==> src/msd_pkg.sv <==
`timescale 1ns / 1ps
// ----------------------------------------------------------------------------
// msd_pkg
// shared types and constants of the morse stream decoder
// ----------------------------------------------------------------------------
package msd_pkg;

  localparam logic [7:0] SYM_DOT   = 8'h2E;
  localparam logic [7:0] SYM_DASH  = 8'h2D;
  localparam logic [7:0] SYM_SPACE = 8'h20;
  localparam logic [7:0] SYM_END   = 8'h00;

  localparam logic OP_DECODE = 1'b0;
  localparam logic OP_LOAD   = 1'b1;

  localparam logic [7:0] PATH_ROOT = 8'd1;

  localparam int QDEPTH = 4;
  localparam int QAW    = 2;

  typedef enum logic [1:0] {
    CMD_WRITE   = 2'd0,
    CMD_LOOKUP  = 2'd1,
    CMD_LITERAL = 2'd2
  } cmd_kind_t;

  // one request from the front part to the back part
  typedef struct packed {
    cmd_kind_t  kind;
    logic [7:0] idx;
    logic [7:0] data;
    logic       has;
    logic       eol;
  } cmd_t;

endpackage

==> src/msd_front.sv <==
`timescale 1ns / 1ps
// ----------------------------------------------------------------------------
// msd_front
// accepts text and load requests, tracks the code group, issues commands
// ----------------------------------------------------------------------------
module msd_front #(
  parameter int MAX_SYMBOLS = 7
) (
  input  logic           clk,
  input  logic           rst_n,
  input  logic           acc,
  input  logic           op,
  input  logic [7:0]     sym,
  input  logic [7:0]     tbl_idx,
  input  logic [7:0]     tbl_letter,
  output logic           push,
  output msd_pkg::cmd_t  cmd
);

  localparam logic [3:0] MaxLen = 4'(MAX_SYMBOLS);

  logic [7:0] path_r, path_nxt;
  logic [3:0] len_r, len_nxt;
  logic       ovf_r, ovf_nxt;
  logic       sp_r, sp_nxt;
  logic       grp;
  logic       push_c;

  assign grp = (len_r != 4'd0) || ovf_r;

  always_comb begin
    path_nxt = path_r;
    len_nxt  = len_r;
    ovf_nxt  = ovf_r;
    sp_nxt   = sp_r;
    push_c   = 1'b0;
    cmd.kind = msd_pkg::CMD_LITERAL;
    cmd.idx  = path_r;
    cmd.data = 8'd0;
    cmd.has  = 1'b1;
    cmd.eol  = 1'b0;
    if (op == msd_pkg::OP_LOAD) begin
      push_c   = 1'b1;
      cmd.kind = msd_pkg::CMD_WRITE;
      cmd.idx  = tbl_idx;
      cmd.data = tbl_letter;
    end else if (sym == msd_pkg::SYM_DOT || sym == msd_pkg::SYM_DASH) begin
      sp_nxt = 1'b0;
      if (len_r >= MaxLen) begin
        ovf_nxt = 1'b1;
      end else begin
        path_nxt = {path_r[6:0], sym == msd_pkg::SYM_DASH};
        len_nxt  = len_r + 4'd1;
      end
    end else if (sym == msd_pkg::SYM_END) begin
      push_c  = 1'b1;
      cmd.eol = 1'b1;
      if (!grp) begin
        cmd.has = 1'b0;
      end else if (!ovf_r) begin
        cmd.kind = msd_pkg::CMD_LOOKUP;
      end
      path_nxt = msd_pkg::PATH_ROOT;
      len_nxt  = 4'd0;
      ovf_nxt  = 1'b0;
      sp_nxt   = 1'b0;
    end else if (sym == msd_pkg::SYM_SPACE) begin
      if (grp) begin
        push_c = 1'b1;
        if (!ovf_r) begin
          cmd.kind = msd_pkg::CMD_LOOKUP;
        end
        path_nxt = msd_pkg::PATH_ROOT;
        len_nxt  = 4'd0;
        ovf_nxt  = 1'b0;
        sp_nxt   = 1'b1;
      end else if (sp_r) begin
        push_c   = 1'b1;
        cmd.data = msd_pkg::SYM_SPACE;
        sp_nxt   = 1'b0;
      end
    end else begin
      sp_nxt = 1'b0;
    end
  end

  assign push = acc && push_c;

  always_ff @(posedge clk) begin
    if (!rst_n) begin
      path_r <= msd_pkg::PATH_ROOT;
      len_r  <= 4'd0;
      ovf_r  <= 1'b0;
      sp_r   <= 1'b0;
    end else if (acc) begin
      path_r <= path_nxt;
      len_r  <= len_nxt;
      ovf_r  <= ovf_nxt;
      sp_r   <= sp_nxt;
    end
  end

endmodule

==> src/msd_fifo.sv <==
`timescale 1ns / 1ps
// ----------------------------------------------------------------------------
// msd_fifo
// short command queue between front and back parts
// ----------------------------------------------------------------------------
module msd_fifo (
  input  logic           clk,
  input  logic           rst_n,
  input  logic           push,
  input  msd_pkg::cmd_t  push_cmd,
  input  logic           pop,
  output logic           full,
  output logic           q_valid,
  output msd_pkg::cmd_t  q_cmd
);

  msd_pkg::cmd_t              q_mem_r [msd_pkg::QDEPTH];
  logic [msd_pkg::QAW-1:0]    wr_ptr_r;
  logic [msd_pkg::QAW-1:0]    rd_ptr_r;
  logic [msd_pkg::QAW:0]      cnt_r;

  assign full    = cnt_r == (msd_pkg::QAW+1)'(msd_pkg::QDEPTH);
  assign q_valid = cnt_r != '0;
  assign q_cmd   = q_mem_r[rd_ptr_r];

  always_ff @(posedge clk) begin
    if (push) begin
      q_mem_r[wr_ptr_r] <= push_cmd;
    end
  end

  always_ff @(posedge clk) begin
    if (!rst_n) begin
      wr_ptr_r <= '0;
      rd_ptr_r <= '0;
      cnt_r    <= '0;
    end else begin
      if (push) begin
        wr_ptr_r <= wr_ptr_r + 1'b1;
      end
      if (pop) begin
        rd_ptr_r <= rd_ptr_r + 1'b1;
      end
      if (push && !pop) begin
        cnt_r <= cnt_r + 1'b1;
      end else if (pop && !push) begin
        cnt_r <= cnt_r - 1'b1;
      end
    end
  end

endmodule

==> src/msd_back.sv <==
`timescale 1ns / 1ps
// ----------------------------------------------------------------------------
// msd_back
// code table, table reads and writes, registered result stage
// ----------------------------------------------------------------------------
module msd_back (
  input  logic           clk,
  input  logic           rst_n,
  input  logic           q_valid,
  input  msd_pkg::cmd_t  q_cmd,
  output logic           pop,
  input  logic           out_ready,
  output logic           out_valid,
  output logic [7:0]     out_char,
  output logic           out_has,
  output logic           out_eol
);

  logic [7:0] tbl_mem_r [256];
  logic [255:0] tbl_vld_r;
  logic [7:0] rd_data_r;
  logic       rd_vld_r;
  logic       out_valid_r, out_valid_nxt;
  logic       use_mem_r;
  logic [7:0] lit_r;
  logic       has_r;
  logic       eol_r;
  logic       is_wr;

  assign pop   = q_valid && (!out_valid_r || out_ready);
  assign is_wr = q_cmd.kind == msd_pkg::CMD_WRITE;

  always_comb begin
    out_valid_nxt = out_valid_r && !out_ready;
    if (pop && !is_wr) begin
      out_valid_nxt = 1'b1;
    end
  end

  always_ff @(posedge clk) begin
    if (pop && is_wr) begin
      tbl_mem_r[q_cmd.idx] <= q_cmd.data;
    end
    if (pop) begin
      rd_data_r <= tbl_mem_r[q_cmd.idx];
    end
  end

  always_ff @(posedge clk) begin
    if (!rst_n) begin
      tbl_vld_r   <= '0;
      out_valid_r <= 1'b0;
    end else begin
      if (pop && is_wr) begin
        tbl_vld_r[q_cmd.idx] <= 1'b1;
      end
      out_valid_r <= out_valid_nxt;
    end
  end

  always_ff @(posedge clk) begin
    if (pop && !is_wr) begin
      rd_vld_r  <= tbl_vld_r[q_cmd.idx];
      use_mem_r <= q_cmd.kind == msd_pkg::CMD_LOOKUP;
      lit_r     <= q_cmd.data;
      has_r     <= q_cmd.has;
      eol_r     <= q_cmd.eol;
    end
  end

  assign out_valid = out_valid_r;
  assign out_char  = use_mem_r ? (rd_vld_r ? rd_data_r : 8'd0) : lit_r;
  assign out_has   = has_r;
  assign out_eol   = eol_r;

endmodule

==> src/morse_stream_decoder_unit.sv <==
`timescale 1ns / 1ps
// ----------------------------------------------------------------------------
// morse_stream_decoder_unit
// morse text decoder with a loadable code table
// ----------------------------------------------------------------------------
// Takes one request per clock unless the queue is full: a text byte to
// decode or a code table load. Dots and dashes walk a heap path from the
// root, a space or line end closes the group and yields its letter, a
// second space yields a word space, and the line end always yields a
// result marked with tlast. The front part handles the group state in the
// accepting cycle; a four-entry queue feeds the back part, which does one
// single-port table access per request, so the sustained rate is one
// request per cycle when the output is not stalled; results pass the queue
// and result registers. The table reads as zero after reset until loaded.
module morse_stream_decoder_unit #(
  parameter int MAX_SYMBOLS = 7
) (
  input  logic        clk,
  input  logic        rst_n,
  input  logic        in_tvalid,
  output logic        in_tready,
  input  logic [23:0] in_tdata,   // symbol, table_index, table_letter
  input  logic        in_tuser,   // operation
  output logic        out_tvalid,
  input  logic        out_tready,
  output logic [7:0]  out_tdata,  // character
  output logic        out_tuser,  // has_character
  output logic        out_tlast   // end_of_line
);

  logic          acc;
  logic          push;
  logic          pop;
  logic          full;
  logic          q_valid;
  msd_pkg::cmd_t push_cmd;
  msd_pkg::cmd_t q_cmd;

  assign in_tready = !full;
  assign acc       = in_tvalid && in_tready;

  msd_front #(
    .MAX_SYMBOLS(MAX_SYMBOLS)
  ) u_front (
    .clk       (clk),
    .rst_n     (rst_n),
    .acc       (acc),
    .op        (in_tuser),
    .sym       (in_tdata[7:0]),
    .tbl_idx   (in_tdata[15:8]),
    .tbl_letter(in_tdata[23:16]),
    .push      (push),
    .cmd       (push_cmd)
  );

  msd_fifo u_fifo (
    .clk     (clk),
    .rst_n   (rst_n),
    .push    (push),
    .push_cmd(push_cmd),
    .pop     (pop),
    .full    (full),
    .q_valid (q_valid),
    .q_cmd   (q_cmd)
  );

  msd_back u_back (
    .clk      (clk),
    .rst_n    (rst_n),
    .q_valid  (q_valid),
    .q_cmd    (q_cmd),
    .pop      (pop),
    .out_ready(out_tready),
    .out_valid(out_tvalid),
    .out_char (out_tdata),
    .out_has  (out_tuser),
    .out_eol  (out_tlast)
  );

  // a result without a character only comes from a line end
  a_nochar_eol: assert property (@(posedge clk) disable iff (!rst_n)
    (out_tvalid && !out_tuser) |-> (out_tlast && out_tdata == 8'd0))
    else $error("result without character is not an empty line end");

  // queue is never popped empty
  a_pop_valid: assert property (@(posedge clk) disable iff (!rst_n)
    pop |-> q_valid)
    else $error("command queue popped while empty");

  // queue never overflows
  a_no_ovf: assert property (@(posedge clk) disable iff (!rst_n)
    push |-> !full)
    else $error("command queue pushed while full");

  // no result right after reset
  a_rst_idle: assert property (@(posedge clk) disable iff (!rst_n)
    $past(!rst_n) |-> !out_tvalid)
    else $error("result valid right after reset");

endmodule

==> config.mk <==
export PLATFORM = sky130hd
export DESIGN_NAME = morse_stream_decoder_unit
export DESIGN_NICKNAME = d
export VERILOG_FILES = /design/src/msd_pkg.sv /design/src/msd_front.sv /design/src/msd_fifo.sv /design/src/msd_back.sv /design/src/morse_stream_decoder_unit.sv
export SDC_FILE = /design/constraint.sdc
export NUM_CORES = 2
export LEC_CHECK = 0
export BUFFER_PORTS_ARGS = -buffer_cell sky130_fd_sc_hd__buf_2
export CORE_MARGIN = 2
export CORE_UTILIZATION = 35
export DETAILED_ROUTE_END_ITERATION = 8
export PLACE_DENSITY = 0.51
export SLEW_MARGIN = 10
export SYNTH_ARGS = -nofsm -noshare
export SYNTH_HDL_FRONTEND = slang
export SYNTH_SLANG_ARGS = --single-unit
==> constraint.sdc <==
create_clock -name clk -period 3.81 [get_ports clk]
set_input_delay 0.381 -clock clk [delete_from_list [all_inputs] [get_ports clk]]
set_output_delay 0.381 -clock clk [all_outputs]
set_load 0.02 [all_outputs]
Word-level counts from Yosys, hierarchy flattened
Memories as Yosys holds them, arrays and structs flattened. A register that Yosys moved wholly into a read port is not among the register bits.
Index checks and enable logic that the tools add are counted.
W data, S select, Z words.
Storage, ports and cells
  bits in registers: 290
  bits in writable memories: 2128
  bits of input ports: 29
  output and inout bits: 12
  memories: 2
Cells by class
  add/sub/neg operators: 5
  magnitude comparators: 3
  equality and inequality tests: 7
  muxes and demuxes: 55
  bitwise operators: 2
  reduce and logical (&&, ||, !) cells: 28
Memory list
  u_back.tbl_mem_r: words 256, bits a word 8, rd ports 1, clocked after Yosys merged registers in 1, wr ports 1, RTL line msd_back.sv:19  | logic [7:0] tbl_mem_r [256];
  u_fifo.q_mem_r: words 4, bits a word 20, rd ports 1, clocked after Yosys merged registers in 1, wr ports 1, RTL line msd_fifo.sv:17  | msd_pkg::cmd_t q_mem_r [msd_pkg::QDEPTH];
Operator list (count)
  $or A256 B256 Y256: 1
  $mux W8: 12
  $eq A8 B6 Y1 const B: 3
  $mux W1: 22
  $mux W2: 10
  $mux W4: 5
  $mux W10: 1
  $reduce_and A5 Y1: 2
  $logic_and A1 B1 Y1: 9
  $lt A8 B9 Y1 const B: 1
  $reduce_bool A3 Y1: 3
  $bmux W1 S8: 1
  $demux W1 S8: 1
  $ge A8 B1 Y1 const B: 1
  $logic_not A8 Y1: 1
  $logic_not A1 Y1: 6
  $mux W3: 2
  $mux W6: 1
  $add A2 B1 Y2 const B: 2
  $add A4 B1 Y4 const B: 1
  $ge A4 B3 Y1 const B: 1
  $ne A2 B2 Y1 const B: 2
  $reduce_bool A4 Y1: 1
  $add A3 B1 Y3 const B: 1
  8 further kinds: 10

Logic depth before layout (Yosys ltp)
  depth after elaboration: 12
  mapped depth: 14

Hierarchy
Synthesis repeated with hierarchy kept, for this count alone.
Unflattened totals
  cell total of the unflattened synthesis: 4514
  area, all modules: 92282.3 µm²
By module, submodules not included
  msd_back: instances 1, cells each 4254, area each 87983.1 µm², sequential area each 67244.5 µm²
  msd_fifo: instances 1, cells each 147, area each 3331.9 µm², sequential area each 2582.5 µm²
  msd_front: instances 1, cells each 111, area each 957.2 µm², sequential area each 280.3 µm²
  morse_stream_decoder_unit: instances 1, cells each 2, area each 10.0 µm², sequential area each 0.0 µm²

Least setup slack after synthesis
Ideal clock, no wire load.
  path type: reg2reg
  start: register with a tool-made name
  end: register u_back.lit_r[0], data pin
  arrival time: 3189 ps
  setup slack: 68 ps
  stages on the path, launching flop included: 4
  buffers on the path: 2
  cell sequence: dfxtp_1 buf_4 buf_1 mux4_2
RTL lines
  to (signal assigned): RTL line msd_back.sv:65  | lit_r <= q_cmd.data;
  to (decl): RTL line msd_back.sv:25  | logic [7:0] lit_r;

==> impl_results.md <==
* Cell area after synthesis at 0.0966 mm^2
* Slowest stage delay, CP at 0.72 ns
* Compound-Gate Fraction of Synth Area at 5.51%
* Die Y at 529 um
* Die area at 0.280 mm^2
* DRT antenna net count at 0
* First-pass GRT wire length at 382000 um
* Core ar. at 0.274 mm^2
* Critical path type: register to register
* Nets at 6661
* Largest net degree at the start of global routing at 190
* Net Count, Synth at 5956
* Via count at 54.1k
* Port bufs at 40
* Final setup margin at -0.0248 ns
* Leakage at 41.4 nW
* Worst hold path depth at 4
* Root Buffer Master: clkbuf_16
* Most numerous cell in the Yosys netlist: edfxtp_1
* Drt drc at 0
* Fin crit period at 3.83 ns
* Unique cell type count in the Yosys netlist at 57
* Placer Congestion at 0.811
* CP Cell Sequence: mux4_4 > buf_4 > buf_12 > mux2i_1 > mux2_2 > a222oi_1 > nor4bb_1 > buf_4 > a21oi_1 > nand4_1
* Post-synth EDFFs at 2148
* Row count at 192
* DP Worst Slack at -0.599 ns
* Synth Flop Type: edfxtp_1
* Final WL at 267000 um
* TritonCTS buffer count at 285
* Hold_sp: in_tdata[7]
* Critical-path top delay cell: mux4_4
* Share of layout cells above drive strength 1 at 20.5%
* Yosys top cell by area: edfxtp_1
* Top cell by count, worst path: buf_4
* I/O pins at 41
* Synthesized flop and latch total at 2428
* Routed WL per cell at 25.4 um
* CTS sink count at 2428
* Max Slew Vio Count at 0
* Post-Synth XOR/XNOR Area at 0.0635%
* Mux contribution to synthesized area at 15.1%
* Area contributors post-synth: edfxtp_1 (67%), mux2i_1 (12%), dfxtp_1 (5.8%)
* Pwr Density at 719 mW/mm^2
* Violated checks: setup timing
* Mapped Cells at 5919
* Commonest cells post-synth: edfxtp_1 (2148), mux2i_1 (1142), nand2_1 (393)
* Synth warn at 0
* Crit share post-route at 101%
* CTS clk-pin slew, worst paths at 0.06 ns
* DP Wirelength at 168000 um
* Worst Path Max Fanout at 60
* Hold WC Path Type: input pin to register
* Sequential area share after synthesis at 72.6%
* Largest family of logic cells by synthesized area: multiplexers
* Critical Path RT at 4.56 ns
* Clock Skews at 0.0606 ns
* Worst R2R Path Depth at 10
* Worst-Skew Late Latency at 0.92 ns
* Max-slew headroom at 16.6%
* GRT Util Overall at 18.6%
* VDD IR max at 698 uV
* Post-Synth Simple-Gate Area at 4.63%
* H-tree levels at 5
* Crit end category: register
* Post-synth top area share at 66.8%
* Slew @ Worst Pin at 1.25 ns
* Max-cap viol count at 0
* Reg2reg end: u_back.rd_data_r[0]
* Drt first pass iters at 6
* Global route total overflow at 0
* Starting density of the core at 35.2%
* Adder-Cell Fraction of Synth Area at 0.111%
* Area growth syn-to-layout at 19.5%
* Via density per instance at 5.14
* Syn Area/Cell at 16.3 um^2
* RSZ-0062 raised after global routing: yes
* Max Freq at 261 MHz
* Chip Width at 529 um
* Type of origin of the critical path: register
* Hold Violations, Final at 0
* Arr. time, crit path at 4.59 ns
* Initial antenna violation count at 13
* Drt initial violations at 4857
* CTS tree: built
* Deepest clock path buffer count at 4
* Final setup vio count at 1
* Vias in the first global route at 53.9k
* Hold endpoint: u_fifo.q_mem_r[3][1]
* Outcome: finished with violations
* RR Startpoint: u_fifo.q_mem_r[0][10]
* Fraction of registers with async set or reset after synthesis at 0%
* Total power after layout at 83.1 mW
* Reg-to-reg slack, setup at -0.02 ns
==> per-layer routing <==
layer / GRT usage (%) / part of all wire (%)
met4: 5.17 / 2.5
met5: 0 / 0.0041
met3: 2.46 / 5.1
met2: 30.0 / 47
met1: 26.2 / 45
==> registers in the layout, summed over array words and instances, names as in the netlist, 3 cells and up, named ones only <==
register          flops
u_back.lit_r          8
u_back.rd_data_r      8
u_back.tbl_mem_r   2048
u_back.tbl_vld_r    256
u_fifo.cnt_r          3
u_fifo.q_mem_r       80
u_front.len_r         4
u_front.path_r        8
==> critical path, delay by kind of cell (launching register included) <==
family | cells | cell delay [ns]
buffers and inverters | 3 | 0.65
DFF | 1 | 0.43
muxes | 3 | 1.25
and+or+nand+nor | 2 | 0.56
AOI/OAI and AO/OA | 2 | 0.63
==> through the flow <==
stage	utilization (%)	TNS, ns	hold WS, ns	std cells	instance area (um^2)
2_1_floorplan	-	0	0.432	5919	96600
5_1_grt	42.1	-0.0592	0.0783	10523	115000
4_1_cts	42.0	0	0.0245	10499	115000
6_report	42.1	-0.0248	0.0712	10524	115000
3_5_place_dp	38.6	-15.18	0.445	9969	106000
3_3_place_gp	38.6	-8.51	0.438	9969	106000
==> logic make-up after synthesis <==
kind of cell | count (synthesis)
XOR/XNOR | 7
buffers and inverters | 375
multiplexers | 1348
AO/OA/AOI/OAI | 776
adder cells (fa/ha/maj) | 8
AND/OR/NAND/NOR | 977
flip-flops | 2428
==> report_power, final <==
group	total, mW	internal, mW	switching [mW]
combinational	24.8	8.90	15.9
clock	25.9	15.5	10.4
sequential	32.4	32.2	0.127
==> worst max path at each step <==
stage	depth (start not counted)	slack, ns	end	start
2_1_floorplan	3	0.07	u_back.lit_r[0]	register
3_3_place_gp	9	-1.00	u_back.rd_data_r[5]	register
3_5_place_dp	9	-0.60	u_back.rd_data_r[6]	register
4_1_cts	11	0.004	u_back.rd_data_r[7]	register
5_1_grt	10	-0.04	u_back.rd_data_r[7]	u_fifo.q_mem_r[3][10]
6_report	10	-0.02	u_back.rd_data_r[0]	u_fifo.q_mem_r[0][10]
==> layout make-up <==
| cell class | instances | area, um^2 |
|---|---|---|
| fill | 24618 | 159000 |
| clock buffer | 410 | 8050 |
| antenna | 2 | 5.00 |
| timing repair buffer | 776 | 6830 |
| sequential | 2428 | 70100 |
| clock inverter | 89 | 782 |
| multi-input combinational | 3117 | 25000 |
| tap | 3686 | 4610 |
| inverter | 16 | 60.1 |
==> cell usage in the layout, fill, tap and decap left out, types with 9 or more instances in the layout <==
cell type and count:
a211oi_1 101, a21oi_1 130, a222oi_1 34, a31oi_1 40, and2_0 28, and2_1 59, buf_12 67, buf_2 39
buf_4 627, bufinv_16 13, clkbuf_1 88, clkbuf_16 296, clkbuf_8 30, clkinv_1 32, clkinv_2 31, dfxtp_1 279
dlygate4sd3_1 27, edfxtp_1 2148, inv_1 16, mux2_2 127, mux2i_1 1137, mux4_2 64, mux4_4 11, nand2_1 373
nand2_2 16, nand3_1 37, nand4_1 11, nor2_1 289, nor2b_1 50, nor3_1 9, nor4_1 31, o21a_1 257
o21ai_0 59, o221ai_1 10, o22ai_1 103
==> what timing repair did <==
item / 4_1_cts / 5_1_grt
endpoints found under the setup margin: 207 / 142
hold buffers: 27 / 0
hold endpoints to repair: 133 / 0
pin swaps: 2 / 7
buffers inserted: 2 / 19
gates cloned: 2 / 5
resized for setup: 26 / 32
Power figures use the tool's default switching activity.
